--- src/rtl/fmts_pkg.sv ---
`timescale 1ns / 1ps

package fmts_pkg;

    localparam int NUM_CH  = 9;
    localparam int NUM_OPS = 2 * NUM_CH;
    localparam int OPW     = $clog2(NUM_OPS);
    localparam int CHW     = $clog2(NUM_CH);

    typedef logic [OPW-1:0] op_idx_t;

    localparam logic [1:0] OP_LATCH = 2'd0;
    localparam logic [1:0] OP_WRITE = 2'd1;
    localparam logic [1:0] OP_TICK  = 2'd2;

    localparam logic [1:0] STEP_ENV = 2'd0;
    localparam logic [1:0] STEP_ATT = 2'd1;
    localparam logic [1:0] STEP_LOG = 2'd2;
    localparam logic [1:0] STEP_EXP = 2'd3;

    localparam logic [2:0] EG_IDLE    = 3'd0;
    localparam logic [2:0] EG_ATTACK  = 3'd1;
    localparam logic [2:0] EG_DECAY   = 3'd2;
    localparam logic [2:0] EG_SUSTAIN = 3'd3;
    localparam logic [2:0] EG_RELEASE = 3'd4;

    localparam logic [7:0] ADDR_RHYTHM = 8'h0E;
    localparam logic [7:0] ADDR_USER_END = 8'h08;
    localparam logic [7:0] ADDR_LIMIT  = 8'h40;
    localparam logic [3:0] GRP_FNUM_LO = 4'h1;
    localparam logic [3:0] GRP_FNUM_HI = 4'h2;
    localparam logic [3:0] GRP_INST    = 4'h3;

    localparam logic [63:0] DRUM_BD = 64'h6D_6A_F8_DF_0F_18_01_01;
    localparam logic [63:0] DRUM_HS = 64'h68_A7_D8_C8_00_00_01_01;
    localparam logic [63:0] DRUM_TC = 64'h55_59_AA_F8_00_00_01_05;

    typedef struct packed {
        logic    latch;
        logic    write;
        logic    start;
        logic    step_en;
        logic [1:0] step;
        op_idx_t op;
        logic    finish;
    } cmd_t;

    typedef logic [11:0] lsin_tbl_t [256];
    typedef logic [9:0]  exp_tbl_t [256];

    function automatic logic [63:0] log2_frac(input logic [63:0] m_in);
        logic [63:0] m;
        logic [63:0] f;
        m = m_in;
        f = '0;
        for (int k = 1; k <= 30; k++)
        begin
            m = (m * m) >> 30;
            if (m >= 64'h8000_0000)
            begin
                m = m >> 1;
                f = f | (64'd1 << (30 - k));
            end
        end
        return f;
    endfunction

    function automatic logic [63:0] series_div(input int n, input logic [63:0] t);
        case (n)
            1: return t / 64'd6;
            2: return t / 64'd20;
            3: return t / 64'd42;
            4: return t / 64'd72;
            5: return t / 64'd110;
            6: return t / 64'd156;
            7: return t / 64'd210;
            8: return t / 64'd272;
            default: return t / 64'd342;
        endcase
    endfunction

    function automatic lsin_tbl_t build_log_sine();
        lsin_tbl_t tbl;
        logic [63:0] x;
        logic [63:0] term;
        logic [63:0] s;
        logic [63:0] e;
        logic [63:0] f;
        logic signed [63:0] acc;
        for (int i = 0; i < 256; i++)
        begin
            x = ((64'(2 * i + 1)) * 64'd3373259426 + 64'd512) >> 10;
            term = x;
            acc = $signed(x);
            for (int n = 1; n <= 9; n++)
            begin
                term = (term * x) >> 30;
                term = (term * x) >> 30;
                term = series_div(n, term);
                if ((n & 1) == 1)
                    acc = acc - $signed(term);
                else
                    acc = acc + $signed(term);
            end
            s = (acc > 64'sd0) ? $unsigned(acc) : 64'd1;
            e = '0;
            for (int j = 0; j < 40; j++)
            begin
                if (s < 64'h4000_0000)
                begin
                    s = s << 1;
                    e = e + 64'd1;
                end
            end
            f = log2_frac(s);
            tbl[i] = 12'(((e << 30) - f + 64'd2097152) >> 22);
        end
        return tbl;
    endfunction

    function automatic exp_tbl_t build_exp();
        exp_tbl_t tbl;
        logic [63:0] k;
        k = '0;
        for (int i = 0; i < 256; i++)
        begin
            while (k < 64'd1023 &&
                   log2_frac((64'd2047 + 64'd2 * (k + 64'd1)) << 19) <= (64'(i) << 22))
                k = k + 64'd1;
            tbl[i] = k[9:0];
        end
        return tbl;
    endfunction

    localparam lsin_tbl_t LOG_SINE = build_log_sine();
    localparam exp_tbl_t  EXP_TBL  = build_exp();

    function automatic logic [4:0] mult_x2(input logic [3:0] m);
        case (m)
            4'd0:  return 5'd1;
            4'd1:  return 5'd2;
            4'd2:  return 5'd4;
            4'd3:  return 5'd6;
            4'd4:  return 5'd8;
            4'd5:  return 5'd10;
            4'd6:  return 5'd12;
            4'd7:  return 5'd14;
            4'd8:  return 5'd16;
            4'd9:  return 5'd18;
            4'd10: return 5'd20;
            4'd11: return 5'd20;
            4'd12: return 5'd24;
            4'd13: return 5'd24;
            default: return 5'd30;
        endcase
    endfunction

    function automatic logic [5:0] ksl_base(input logic [3:0] i);
        case (i)
            4'd0:  return 6'd0;
            4'd1:  return 6'd24;
            4'd2:  return 6'd32;
            4'd3:  return 6'd37;
            4'd4:  return 6'd40;
            4'd5:  return 6'd43;
            4'd6:  return 6'd45;
            4'd7:  return 6'd47;
            4'd8:  return 6'd48;
            4'd9:  return 6'd50;
            4'd10: return 6'd51;
            4'd11: return 6'd52;
            4'd12: return 6'd53;
            4'd13: return 6'd54;
            4'd14: return 6'd55;
            default: return 6'd56;
        endcase
    endfunction

    function automatic logic [1:0] eg_inc(input logic [1:0] row, input logic [2:0] col);
        case (row)
            2'd0: return 2'd1;
            2'd1: return (col[1:0] == 2'd3) ? 2'd2 : 2'd1;
            2'd2: return col[0] ? 2'd2 : 2'd1;
            default: return (col[1:0] == 2'd0) ? 2'd1 : 2'd2;
        endcase
    endfunction

    function automatic logic [63:0] rom_patch(input logic [3:0] i);
        case (i)
            4'd0:  return 64'h17_00_78_D0_17_1E_61_71;
            4'd1:  return 64'h13_23_F7_D8_0D_1A_41_13;
            4'd2:  return 64'h23_21_C4_F2_00_99_01_13;
            4'd3:  return 64'h27_70_64_8D_07_0E_61_11;
            4'd4:  return 64'h28_01_76_E1_06_1E_21_32;
            4'd5:  return 64'h18_00_71_E0_05_16_22_31;
            4'd6:  return 64'h07_11_81_82_07_1D_61_21;
            4'd7:  return 64'h07_00_70_B0_13_2D_21_33;
            4'd8:  return 64'h17_10_65_64_06_1B_61_61;
            4'd9:  return 64'h07_81_F0_85_18_0B_61_41;
            4'd10: return 64'h04_10_EF_EA_11_83_01_33;
            4'd11: return 64'h12_22_F8_F8_07_24_C1_17;
            4'd12: return 64'h42_40_F5_D2_05_0C_50_61;
            4'd13: return 64'h02_03_90_E9_03_55_01_01;
            default: return 64'h13_C0_E4_F1_03_89_41_41;
        endcase
    endfunction

endpackage

--- src/rtl/fmts_ctrl.sv ---
`timescale 1ns / 1ps

module fmts_ctrl
    import fmts_pkg::*;
(
    input  logic       clk,
    input  logic       rst_n,
    input  logic       item_valid,
    output logic       item_ready,
    input  logic [1:0] op,
    output logic       sample_valid,
    input  logic       sample_ready,
    output cmd_t       cmd
);

    localparam logic [1:0] S_IDLE = 2'd0;
    localparam logic [1:0] S_RUN  = 2'd1;
    localparam logic [1:0] S_DONE = 2'd2;

    logic [1:0] state_reg, state_next;
    op_idx_t    op_reg, op_next;
    logic [1:0] step_reg, step_next;
    logic       valid_reg, valid_next;
    logic       accept;
    logic       finish;

    assign item_ready   = (state_reg == S_IDLE);
    assign sample_valid = valid_reg;
    assign accept       = item_valid && item_ready;
    assign finish       = (state_reg == S_DONE) && (!valid_reg || sample_ready);

    always_comb
    begin
        state_next = state_reg;
        op_next    = op_reg;
        step_next  = step_reg;
        valid_next = valid_reg;
        if (valid_reg && sample_ready)
            valid_next = 1'b0;
        case (state_reg)
            S_IDLE:
            begin
                if (accept && op == OP_TICK)
                begin
                    state_next = S_RUN;
                    op_next    = '0;
                    step_next  = STEP_ENV;
                end
            end
            S_RUN:
            begin
                step_next = step_reg + 2'd1;
                if (step_reg == STEP_EXP)
                begin
                    if (op_reg == op_idx_t'(NUM_OPS - 1))
                        state_next = S_DONE;
                    else
                        op_next = op_reg + op_idx_t'(1);
                end
            end
            S_DONE:
            begin
                if (finish)
                begin
                    valid_next = 1'b1;
                    state_next = S_IDLE;
                end
            end
            default: state_next = S_IDLE;
        endcase
    end

    always_comb
    begin
        cmd.latch   = accept && op == OP_LATCH;
        cmd.write   = accept && op == OP_WRITE;
        cmd.start   = accept && op == OP_TICK;
        cmd.step_en = (state_reg == S_RUN);
        cmd.step    = step_reg;
        cmd.op      = op_reg;
        cmd.finish  = finish;
    end

    always_ff @(posedge clk or negedge rst_n)
    begin
        if (!rst_n)
        begin
            state_reg <= S_IDLE;
            op_reg    <= '0;
            step_reg  <= STEP_ENV;
            valid_reg <= 1'b0;
        end
        else
        begin
            state_reg <= state_next;
            op_reg    <= op_next;
            step_reg  <= step_next;
            valid_reg <= valid_next;
        end
    end

endmodule

--- src/rtl/fmts_dp.sv ---
`timescale 1ns / 1ps

module fmts_dp
    import fmts_pkg::*;
(
    input  logic                clk,
    input  logic                rst_n,
    input  cmd_t                cmd,
    input  logic [7:0]          value,
    output logic signed [15:0]  sample
);

    logic [7:0]  addr_reg;
    logic [7:0]  r0e_reg;
    logic [7:0]  upatch_reg [8];
    logic [8:0]  fnum_reg [NUM_CH];
    logic [2:0]  block_reg [NUM_CH];
    logic [NUM_CH-1:0] key_reg;
    logic [NUM_CH-1:0] sus_reg;
    logic [7:0]  instvol_reg [NUM_CH];
    logic [18:0] phase_reg [NUM_OPS];
    logic [6:0]  level_reg [NUM_OPS];
    logic [2:0]  stage_reg [NUM_OPS];
    logic signed [12:0] hist0_reg [NUM_CH];
    logic signed [12:0] hist1_reg [NUM_CH];
    logic [31:0] lfo_reg;
    logic [22:0] noise_reg;
    logic [8:0]  trem_reg;
    logic signed [17:0] acc_reg;
    logic [15:0] sample_reg;
    logic        pair_act_reg;
    logic        act_reg;
    logic signed [12:0] fm_reg;
    logic [13:0] att_reg;
    logic [7:0]  q_reg;
    logic        neg_reg;
    logic        zero_reg;
    logic        sine_reg;
    logic [13:0] lvl_reg;

    op_idx_t         o;
    logic [CHW-1:0]  c;
    logic            slot;
    logic            rhythm;
    logic            single;
    logic [63:0]     p;
    logic [7:0]      flags, a1, a2, b2, b3;
    logic [8:0]      fn;
    logic [2:0]      blk;
    logic [NUM_CH-1:0] chan_nz;

    logic [2:0]  cur_stage;
    logic [6:0]  cur_level;
    logic [3:0]  rate;
    logic [4:0]  ksr;
    logic [6:0]  eff_raw;
    logic [5:0]  eff;
    logic [3:0]  sa;
    logic        masked;
    logic [18:0] lfo_sh;
    logic [1:0]  inc;
    logic        env_go;
    logic [5:0]  sub;
    logic signed [8:0] lev;
    logic [2:0]  stage_new;
    logic        act_now;

    logic [11:0] pm;
    logic [12:0] pm_up;
    logic [3:0]  dd;
    logic        wneg;
    logic [9:0]  fnv;
    logic [14:0] prod;
    logic [21:0] stepw;
    logic [18:0] phase_new;

    logic [6:0]  lv;
    logic [18:0] ph;
    logic [1:0]  ksl;
    logic signed [7:0] base;
    logic [8:0]  kadd;
    logic [8:0]  tv;
    logic [5:0]  tadd;
    logic [10:0] tl;
    logic [13:0] att_two;
    logic [13:0] att_single;
    logic [2:0]  fb;
    logic signed [13:0] hs;
    logic signed [13:0] fbv;
    logic [9:0]  fm_sel;
    logic [9:0]  idx;
    logic        dbit;

    logic [11:0] mag;
    logic signed [12:0] val;

    logic [NUM_OPS-1:0] keyon;
    logic [NUM_OPS-1:0] keyoff;
    logic        in_file;
    logic [3:0]  grp;
    logic [3:0]  sub_a;
    logic        env_we;

    assign o      = cmd.op;
    assign c      = o[OPW-1:1];
    assign slot   = o[0];
    assign rhythm = r0e_reg[5];
    assign single = rhythm && (o >= op_idx_t'(14));
    assign sample = sample_reg;

    always_comb
    begin
        for (int k = 0; k < NUM_CH; k++)
            chan_nz[k] = (stage_reg[2*k] != EG_IDLE) || (stage_reg[2*k+1] != EG_IDLE);
    end

    // patch and channel fields
    always_comb
    begin
        if (rhythm && c == CHW'(6))
            p = DRUM_BD;
        else if (rhythm && c == CHW'(7))
            p = DRUM_HS;
        else if (rhythm && c == CHW'(8))
            p = DRUM_TC;
        else if (instvol_reg[c][7:4] == 4'd0)
            p = {upatch_reg[7], upatch_reg[6], upatch_reg[5], upatch_reg[4],
                 upatch_reg[3], upatch_reg[2], upatch_reg[1], upatch_reg[0]};
        else
            p = rom_patch(instvol_reg[c][7:4] - 4'd1);
        flags = slot ? p[15:8] : p[7:0];
        a1    = slot ? p[47:40] : p[39:32];
        a2    = slot ? p[63:56] : p[55:48];
        b2    = p[23:16];
        b3    = p[31:24];
        fn    = fnum_reg[c];
        blk   = block_reg[c];
    end

    // envelope and phase update
    always_comb
    begin
        cur_stage = stage_reg[o];
        cur_level = level_reg[o];
        case (cur_stage)
            EG_ATTACK:  rate = a1[7:4];
            EG_DECAY:   rate = a1[3:0];
            EG_SUSTAIN: rate = flags[5] ? 4'd0 : a2[3:0];
            EG_RELEASE: rate = sus_reg[c] ? 4'd5 : (flags[5] ? a2[3:0] : 4'd7);
            default:    rate = 4'd0;
        endcase
        ksr = flags[4] ? ({1'b0, blk, 1'b0} + {4'b0, fn[8]}) : {3'b0, blk[2:1]};
        eff_raw = {1'b0, rate, 2'b00} + {2'b0, ksr};
        eff = (eff_raw > 7'd63) ? 6'd63 : eff_raw[5:0];
        sa = (eff[5:2] < 4'd12) ? (4'd12 - eff[5:2]) : 4'd0;
        masked = 1'b0;
        for (int k = 0; k < 11; k++)
        begin
            if (4'(k) < sa && lfo_reg[k])
                masked = 1'b1;
        end
        lfo_sh = lfo_reg[18:0] >> sa;
        inc = eg_inc(eff[1:0], lfo_sh[2:0]);
        env_go = (cur_stage != EG_IDLE) && (rate != 4'd0) && !masked;
        sub = {2'b0, cur_level[6:3]} + 6'd1;
        if (inc == 2'd2)
            sub = {sub[4:0], 1'b0};
        lev = $signed({2'b0, cur_level});
        stage_new = cur_stage;
        if (env_go)
        begin
            if (cur_stage == EG_ATTACK)
            begin
                if (eff >= 6'd60)
                    lev = 9'sd0;
                else
                    lev = $signed({2'b0, cur_level}) - $signed({3'b0, sub});
                if (lev <= 9'sd0)
                begin
                    lev = 9'sd0;
                    stage_new = EG_DECAY;
                end
            end
            else
            begin
                lev = $signed({2'b0, cur_level}) + $signed({7'b0, inc});
                if (cur_stage == EG_DECAY && lev >= $signed({2'b0, a2[7:4], 3'b0}))
                    stage_new = EG_SUSTAIN;
                if (lev >= 9'sd127)
                begin
                    lev = 9'sd127;
                    stage_new = EG_IDLE;
                end
            end
        end

        wneg = lfo_reg[12];
        case (lfo_reg[11:10])
            2'd1, 2'd3: pm = {2'b0, fn, 1'b0} + {3'b0, fn};
            2'd2:       pm = {fn, 3'b0} - {3'b0, fn};
            default:    pm = 12'd0;
        endcase
        pm_up = {1'b0, pm} + 13'd511;
        dd = wneg ? pm_up[12:9] : {1'b0, pm[11:9]};
        if (!flags[6])
            fnv = {1'b0, fn};
        else if (wneg)
            fnv = {1'b0, fn} - {6'b0, dd};
        else
            fnv = {1'b0, fn} + {6'b0, dd};
        prod = {5'b0, fnv} * {10'b0, mult_x2(flags[3:0])};
        stepw = {7'b0, prod} << blk;
        phase_new = phase_reg[o] + stepw[19:1];

        if (single)
            act_now = (cur_stage != EG_IDLE);
        else if (!slot)
            act_now = chan_nz[c];
        else
            act_now = pair_act_reg;
        env_we = cmd.step_en && cmd.step == STEP_ENV && act_now;
    end

    // attenuation and table index
    always_comb
    begin
        lv = level_reg[o];
        ph = phase_reg[o];
        ksl = slot ? b3[7:6] : b2[7:6];
        base = $signed({2'b0, ksl_base(fn[8:5])}) - $signed({1'b0, 3'd7 - blk, 3'b0});
        kadd = ({base[5:0], 3'b0}) >> (2'd3 - ksl);
        if (ksl == 2'd0 || base <= 8'sd0)
            kadd = 9'd0;
        tv = (trem_reg < 9'd210) ? trem_reg : (9'd420 - trem_reg);
        tadd = flags[7] ? tv[7:2] : 6'd0;
        tl = slot ? {instvol_reg[c][3:0], 7'b0} : {b2[5:0], 5'b0};
        att_two = {3'b0, lv, 4'b0} + {3'b0, tl} + {5'b0, kadd} + {8'b0, tadd};
        att_single = {3'b0, lv, 4'b0}
                   + {3'b0, (slot ? instvol_reg[c][3:0] : instvol_reg[c][7:4]), 7'b0};
        fb = b3[2:0];
        hs = $signed({hist0_reg[c][12], hist0_reg[c]}) + $signed({hist1_reg[c][12], hist1_reg[c]});
        fbv = hs >>> (4'd9 - {1'b0, fb});
        if (slot)
            fm_sel = fm_reg[9:0];
        else if (fb != 3'd0)
            fm_sel = fbv[9:0];
        else
            fm_sel = 10'd0;
        idx = single ? ph[18:9] : (ph[18:9] + fm_sel);
        if (o == op_idx_t'(14))
            dbit = noise_reg[0];
        else if (o == op_idx_t'(15))
            dbit = ph[18] ^ noise_reg[0];
        else
            dbit = phase_reg[14][17] ^ ph[18];
    end

    // exponential lookup
    always_comb
    begin
        mag = {1'b1, EXP_TBL[~lvl_reg[7:0]], 1'b0} >> lvl_reg[12:8];
        if (lvl_reg > 14'h1FFF)
            mag = 12'd0;
        if (zero_reg)
            val = 13'sd0;
        else if (neg_reg)
            val = -$signed({1'b0, mag});
        else
            val = $signed({1'b0, mag});
    end

    // key on / key off from data writes
    always_comb
    begin
        keyon   = '0;
        keyoff  = '0;
        in_file = addr_reg < ADDR_LIMIT;
        grp     = addr_reg[7:4];
        sub_a   = addr_reg[3:0];
        if (cmd.write && in_file)
        begin
            if (addr_reg == ADDR_RHYTHM)
            begin
                for (int i = 0; i < 5; i++)
                begin
                    if ((value[5] && value[4-i]) && !(r0e_reg[5] && r0e_reg[4-i]))
                    begin
                        case (i)
                            0: keyon[13:12] = 2'b11;
                            1: keyon[15] = 1'b1;
                            2: keyon[16] = 1'b1;
                            3: keyon[17] = 1'b1;
                            default: keyon[14] = 1'b1;
                        endcase
                    end
                    else if (!(value[5] && value[4-i]) && (r0e_reg[5] && r0e_reg[4-i]))
                    begin
                        case (i)
                            0: keyoff[13:12] = 2'b11;
                            1: keyoff[15] = 1'b1;
                            2: keyoff[16] = 1'b1;
                            3: keyoff[17] = 1'b1;
                            default: keyoff[14] = 1'b1;
                        endcase
                    end
                end
            end
            else if (grp == GRP_FNUM_HI && sub_a < 4'(NUM_CH))
            begin
                for (int k = 0; k < NUM_CH; k++)
                begin
                    if (sub_a == 4'(k))
                    begin
                        keyon[2*k]    = value[4] && !key_reg[k];
                        keyon[2*k+1]  = value[4] && !key_reg[k];
                        keyoff[2*k]   = !value[4] && key_reg[k];
                        keyoff[2*k+1] = !value[4] && key_reg[k];
                    end
                end
            end
        end
    end

    // register file
    always_ff @(posedge clk or negedge rst_n)
    begin
        if (!rst_n)
        begin
            addr_reg <= '0;
            r0e_reg  <= '0;
            key_reg  <= '0;
            sus_reg  <= '0;
            for (int k = 0; k < 8; k++)
                upatch_reg[k] <= '0;
            for (int k = 0; k < NUM_CH; k++)
            begin
                fnum_reg[k]    <= '0;
                block_reg[k]   <= '0;
                instvol_reg[k] <= '0;
            end
        end
        else
        begin
            if (cmd.latch)
                addr_reg <= value;
            if (cmd.write && in_file)
            begin
                if (addr_reg < ADDR_USER_END)
                    upatch_reg[addr_reg[2:0]] <= value;
                if (addr_reg == ADDR_RHYTHM)
                    r0e_reg <= value;
                for (int k = 0; k < NUM_CH; k++)
                begin
                    if (sub_a == 4'(k))
                    begin
                        if (grp == GRP_FNUM_LO)
                            fnum_reg[k][7:0] <= value;
                        if (grp == GRP_FNUM_HI)
                        begin
                            fnum_reg[k][8] <= value[0];
                            block_reg[k]   <= value[3:1];
                            key_reg[k]     <= value[4];
                            sus_reg[k]     <= value[5];
                        end
                        if (grp == GRP_INST)
                            instvol_reg[k] <= value;
                    end
                end
            end
        end
    end

    // operator state
    always_ff @(posedge clk or negedge rst_n)
    begin
        if (!rst_n)
        begin
            for (int k = 0; k < NUM_OPS; k++)
            begin
                phase_reg[k] <= '0;
                level_reg[k] <= '0;
                stage_reg[k] <= EG_IDLE;
            end
        end
        else
        begin
            for (int k = 0; k < NUM_OPS; k++)
            begin
                if (keyon[k])
                begin
                    phase_reg[k] <= '0;
                    level_reg[k] <= 7'd127;
                    stage_reg[k] <= EG_ATTACK;
                end
                else if (keyoff[k])
                begin
                    if (stage_reg[k] != EG_IDLE)
                        stage_reg[k] <= EG_RELEASE;
                end
                else if (env_we && o == op_idx_t'(k))
                begin
                    phase_reg[k] <= phase_new;
                    level_reg[k] <= lev[6:0];
                    stage_reg[k] <= stage_new;
                end
            end
        end
    end

    // operator pipeline, mixing and per-tick state
    always_ff @(posedge clk or negedge rst_n)
    begin
        if (!rst_n)
        begin
            lfo_reg      <= '0;
            noise_reg    <= 23'd1;
            trem_reg     <= '0;
            acc_reg      <= '0;
            sample_reg   <= '0;
            pair_act_reg <= 1'b0;
            act_reg      <= 1'b0;
            fm_reg       <= '0;
            att_reg      <= '0;
            q_reg        <= '0;
            neg_reg      <= 1'b0;
            zero_reg     <= 1'b0;
            sine_reg     <= 1'b0;
            lvl_reg      <= '0;
            for (int k = 0; k < NUM_CH; k++)
            begin
                hist0_reg[k] <= '0;
                hist1_reg[k] <= '0;
            end
        end
        else
        begin
            if (cmd.start)
                acc_reg <= '0;
            if (cmd.step_en)
            begin
                case (cmd.step)
                    STEP_ENV:
                    begin
                        act_reg <= act_now;
                        if (!slot)
                            pair_act_reg <= act_now;
                    end
                    STEP_ATT:
                    begin
                        att_reg <= single ? att_single : att_two;
                        q_reg   <= idx[8] ? ~idx[7:0] : idx[7:0];
                        if (single && o != op_idx_t'(16))
                        begin
                            sine_reg <= 1'b0;
                            neg_reg  <= !dbit;
                            zero_reg <= 1'b0;
                        end
                        else
                        begin
                            sine_reg <= 1'b1;
                            neg_reg  <= idx[9];
                            zero_reg <= idx[9] && !single && (slot ? b3[4] : b3[3]);
                        end
                    end
                    STEP_LOG:
                    begin
                        lvl_reg <= att_reg + (sine_reg ? {2'b0, LOG_SINE[q_reg]} : 14'd0);
                    end
                    STEP_EXP:
                    begin
                        if (act_reg)
                        begin
                            if (!single && !slot)
                            begin
                                hist1_reg[c] <= hist0_reg[c];
                                hist0_reg[c] <= val;
                                fm_reg       <= val >>> 1;
                            end
                            else
                                acc_reg <= acc_reg + 18'(val);
                        end
                    end
                    default: act_reg <= act_reg;
                endcase
            end
            if (cmd.finish)
            begin
                lfo_reg <= lfo_reg + 32'd1;
                if (lfo_reg[5:0] == 6'h3F)
                begin
                    if (lfo_reg == 32'hFFFF_FFFF || trem_reg == 9'd419)
                        trem_reg <= '0;
                    else
                        trem_reg <= trem_reg + 9'd1;
                end
                if (rhythm)
                    noise_reg <= {noise_reg[0] ^ noise_reg[14], noise_reg[22:1]};
                sample_reg <= acc_reg[16:1];
            end
        end
    end

endmodule

--- src/rtl/fm_two_operator_synth_top.sv ---
// A sample tick runs 18 operators, four steps each, through one shared
// envelope/phase/log-sine/exp unit, then loads the mix into the output once the
// previous sample has been taken. The next tick is taken once the mix is loaded.
// Reset (rst_n low, asynchronous) clears all registers, envelopes, phases and LFO;
// the noise register starts at one.
`timescale 1ns / 1ps

module fm_two_operator_synth_top
    import fmts_pkg::*;
(
    input  logic               clk,
    input  logic               rst_n,
    input  logic               item_valid,
    output logic               item_ready,
    input  logic [1:0]         op,
    input  logic [7:0]         value,
    output logic               sample_valid,
    input  logic               sample_ready,
    output logic signed [15:0] sample
);

    cmd_t cmd;

    fmts_ctrl u_ctrl (
        .clk          (clk),
        .rst_n        (rst_n),
        .item_valid   (item_valid),
        .item_ready   (item_ready),
        .op           (op),
        .sample_valid (sample_valid),
        .sample_ready (sample_ready),
        .cmd          (cmd)
    );

    fmts_dp u_dp (
        .clk    (clk),
        .rst_n  (rst_n),
        .cmd    (cmd),
        .value  (value),
        .sample (sample)
    );

endmodule
--- config.mk ---
export PLATFORM = sky130hd
export DESIGN_NAME = fm_two_operator_synth_top
export DESIGN_NICKNAME = d
export VERILOG_FILES = /design/src/rtl/fmts_pkg.sv /design/src/rtl/fmts_ctrl.sv /design/src/rtl/fmts_dp.sv /design/src/rtl/fm_two_operator_synth_top.sv
export SDC_FILE = /design/constraint.sdc
export NUM_CORES = 2
export LEC_CHECK = 0
export BUFFER_PORTS_ARGS = -buffer_cell sky130_fd_sc_hd__buf_4
export CORE_ASPECT_RATIO = 0.75
export CORE_UTILIZATION = 60
export DETAILED_ROUTE_END_ITERATION = 7
export PLACE_DENSITY = 0.87
export SLEW_MARGIN = 30
export SYNTH_ARGS = -nofsm -noshare
export SYNTH_HDL_FRONTEND = slang
export SYNTH_SLANG_ARGS = --single-unit
--- constraint.sdc ---
create_clock -name clk -period 19.6 [get_ports clk]
set_input_delay 3.92 -clock clk [delete_from_list [all_inputs] [get_ports clk]]
set_output_delay 3.92 -clock clk [all_outputs]
set_load 0.02 [all_outputs]
==> flow_summary.toml <==
[sta]
fmax_mhz = 68.53
slew_headroom_pct = 23.96
skew_ps = 79.28
slew_viol_final = 0
timing.setup.tns_ps = 0
fin_crit_ps = 14590
min_period_over_period_pct = 74.45
hold_viol = 0
rsz0062_at_grt = "no"
worst_pin_slew_ps = 1138
setup_viol = 0

[run_status]
violations = "design-rule violations"
status = "finished, violations left"

[synth]
synth_edf_count = 0
async_flop_share_pct = 100.0
synth.avg_cell_area_um2 = 9.607
ys_seq_area_share_pct = 41.46
synth-seq-cells = 1188
synth-warning-count = 0
synth_area_mm2 = 0.07171
synth_nets = 7744
ys_dominant_reg_cell = "dfrtp_1"
netlist_instances = 7464
synth_cell_types = 113

[detailed_routing]
drtPass1Iterations = 8
wl_met3_um = 33060
vias_per_cell = 7.036
drtIter0Drc = 10140
final_antenna_net_count = 0
top_layer_used = "met5"
routed_wl_um = 226800
vias = 62090
wl_met1_um = 86620
wl_per_cell_um = 25.70
drc_errors = 8
wl_met2_um = 96390

[worst_setup_path]
arrival_ps = 15270
critPathSlowestCell = "dfrtp_4"
timing.rr.start = "u_ctrl.op_reg[1]$_DFFE_PN0P_"
crit_start = "u_ctrl.op_reg[1]$_DFFE_PN0P_"
crit_type = "reg -> reg"
cp_max_fo = 36
timing.rr.end = "u_dp.phase_reg[75]$_DFFE_PN0P_"
required_ps = 20270
startpoint_type = "flop"
endpoint_kind = "flop"
slowest_delay_ps = 880
reg2reg_depth = 56
crit_top_cell = "nor2_1"
reg2reg_slack_ps = 5010

[die]
die_height_um = 301.4
die_w_um = 401.2
coreArea_mm2 = 0.1181
io_pins = 32
fp-row-count = 109
initial_core_util_pct = 60.71
die-area_mm2 = 0.1209

[clock_network]
clk_pin_slew_ps = 70
root_buffer = "clkbuf_16"
clockBufferDepth = 3
cts_resized = 0
cts_tree = "done"
holdBufCountCts = 0
postCtsSetupRepairBufs = 0
clock_latency_ps = 770
cts_num_sinks = 1188
htree_levels = 3
cts_buffers = 112

[job]
cap_violations = 0

[worst_hold_path]
hp-class = "reg -> reg"
holdPathStages = 1
hp-start = "u_dp.lfo_reg[22]$_DFFE_PN0P_"
hold_end = "u_dp.lfo_reg[22]$_DFFE_PN0P_"

[global_route]
grt_antenna_before_repair = 4
grt_usage_pct = 36.95
grt_pass1_vias = 60350
grt_pass1_wl_um = 349500
grt_start_max_net_pins = 194
grt_overflow = 0

[placement]
portBuffers = 31
dp_hpwl_um = 144500
gp_congestion = 1.028

[layout]
fill_cells = 8593
final-seq-area_mm2 = 0.02975
nets = 7453
multi_input_area_mm2 = 0.03934
area_growth_pct = 7.561
drive_gt1_share_pct = 16.17
largest_reg_flops = 342
-- area by class of cell --
class                           instances  area share [%]
Inverter                              203          0.9912
Tap cell                             1554           2.521
Multi-Input combinational cell       5495           51.00
Antenna cell                            3        0.009734
Clock buffer                          159           4.203
Timing Repair Buffer                  173           1.924
Sequential cell                      1188           38.58
Clock inverter                         50          0.7706
-- cells by family after synthesis --
| logic type | synth area share, % |
|---|---|
| muxes | 16.34 |
| xor gates and xnor gates | 2.174 |
| adders and majority gates | 5.071 |
| and+or+nand+nor | 13.96 |
| other | 0.005230 |
| buffers and inverters | 4.202 |
| AOI/OAI and AO/OA | 16.79 |
| DFF | 41.46 |
-- worst max path at each step --
| stage | endpoint | slack [ps] | cells past startpoint |
|---|---|---|---|
| finish | u_dp.phase_reg[75]$_DFFE_PN0P_ | 5010 | 56 |
| global route | u_dp.phase_reg[18]$_DFFE_PN0P_ | 3940 | 58 |
| CTS | u_dp.phase_reg[18]$_DFFE_PN0P_ | 5330 | 57 |
| detailed placement | u_dp.phase_reg[170]$_DFFE_PN0P_ | 5470 | 57 |
| global placement | u_dp.phase_reg[170]$_DFFE_PN0P_ | 5950 | 56 |
| floorplan | u_dp.phase_reg[246]$_DFFE_PN0P_ | 5760 | 67 |
-- critical path, delay by kind of cell (launching register included) --
kind,cells,cell delay (ps)
XOR/XNOR,4,710
AO/OA/AOI/OAI,21,5020
flip-flops,1,880
multiplexers,5,1640
AND/OR/NAND/NOR,12,2130
buffers and inverters,5,540
adder cells (fa/ha/maj),9,3520
-- synthesized netlist by cell type (139+ instances only) --
library cell / number / area (um^2)
ha_1: 225 / 2815
inv_1: 196 / 735.7
xnor2_1: 139 / 1217
clkbuf_1: 460 / 1727
mux2_2: 424 / 4775
nand3_1: 256 / 1281
mux2i_1: 196 / 1962
nor2_1: 412 / 1546
mux4_2: 220 / 4955
dfrtp_1: 1187 / 29700
a21oi_1: 622 / 3113
nand2_1: 1017 / 3817
o21ai_0: 693 / 3468
-- through the flow --
step	utilization, %	cell area (um^2)	hold WS [ps]	setup WS, ps	instances
after floorplan	-	71710	434.2	5765	7464
after global placement	61.80	72980	451.0	5953	8608
after detailed placement	61.84	73040	458.8	5474	8608
after CTS	65.09	76880	471.6	5329	8817
after global routing	65.30	77120	487.6	3945	8822
final	65.30	77130	464.1	5009	8825
-- cell usage in the layout, fill, tap and decap left out, types with 42 or more instances in the layout --
master	n
nor3_1	97
nand2_1	1010
mux4_2	220
a211oi_1	50
nand2b_1	73
o31ai_1	87
a21o_1	61
clkbuf_16	114
nor2_1	403
o21ai_0	685
mux2i_1	194
ha_1	225
xnor2_1	134
inv_1	195
buf_4	157
nor2b_1	68
and3_1	45
a21oi_1	622
o211ai_1	59
mux2_2	424
nand4_1	42
nand3_1	248
dfrtp_1	1178
-- metal layers --
layer,vias to the layer above,track usage [%]
li1,26160,-
met2,4692,53.87
met3,905,12.44
met1,30330,50.51
met5,-,0
met4,2,15.79
Power is not shown: default switching activity piles up to over one toggle a cycle in this logic, so the estimate is an artifact.
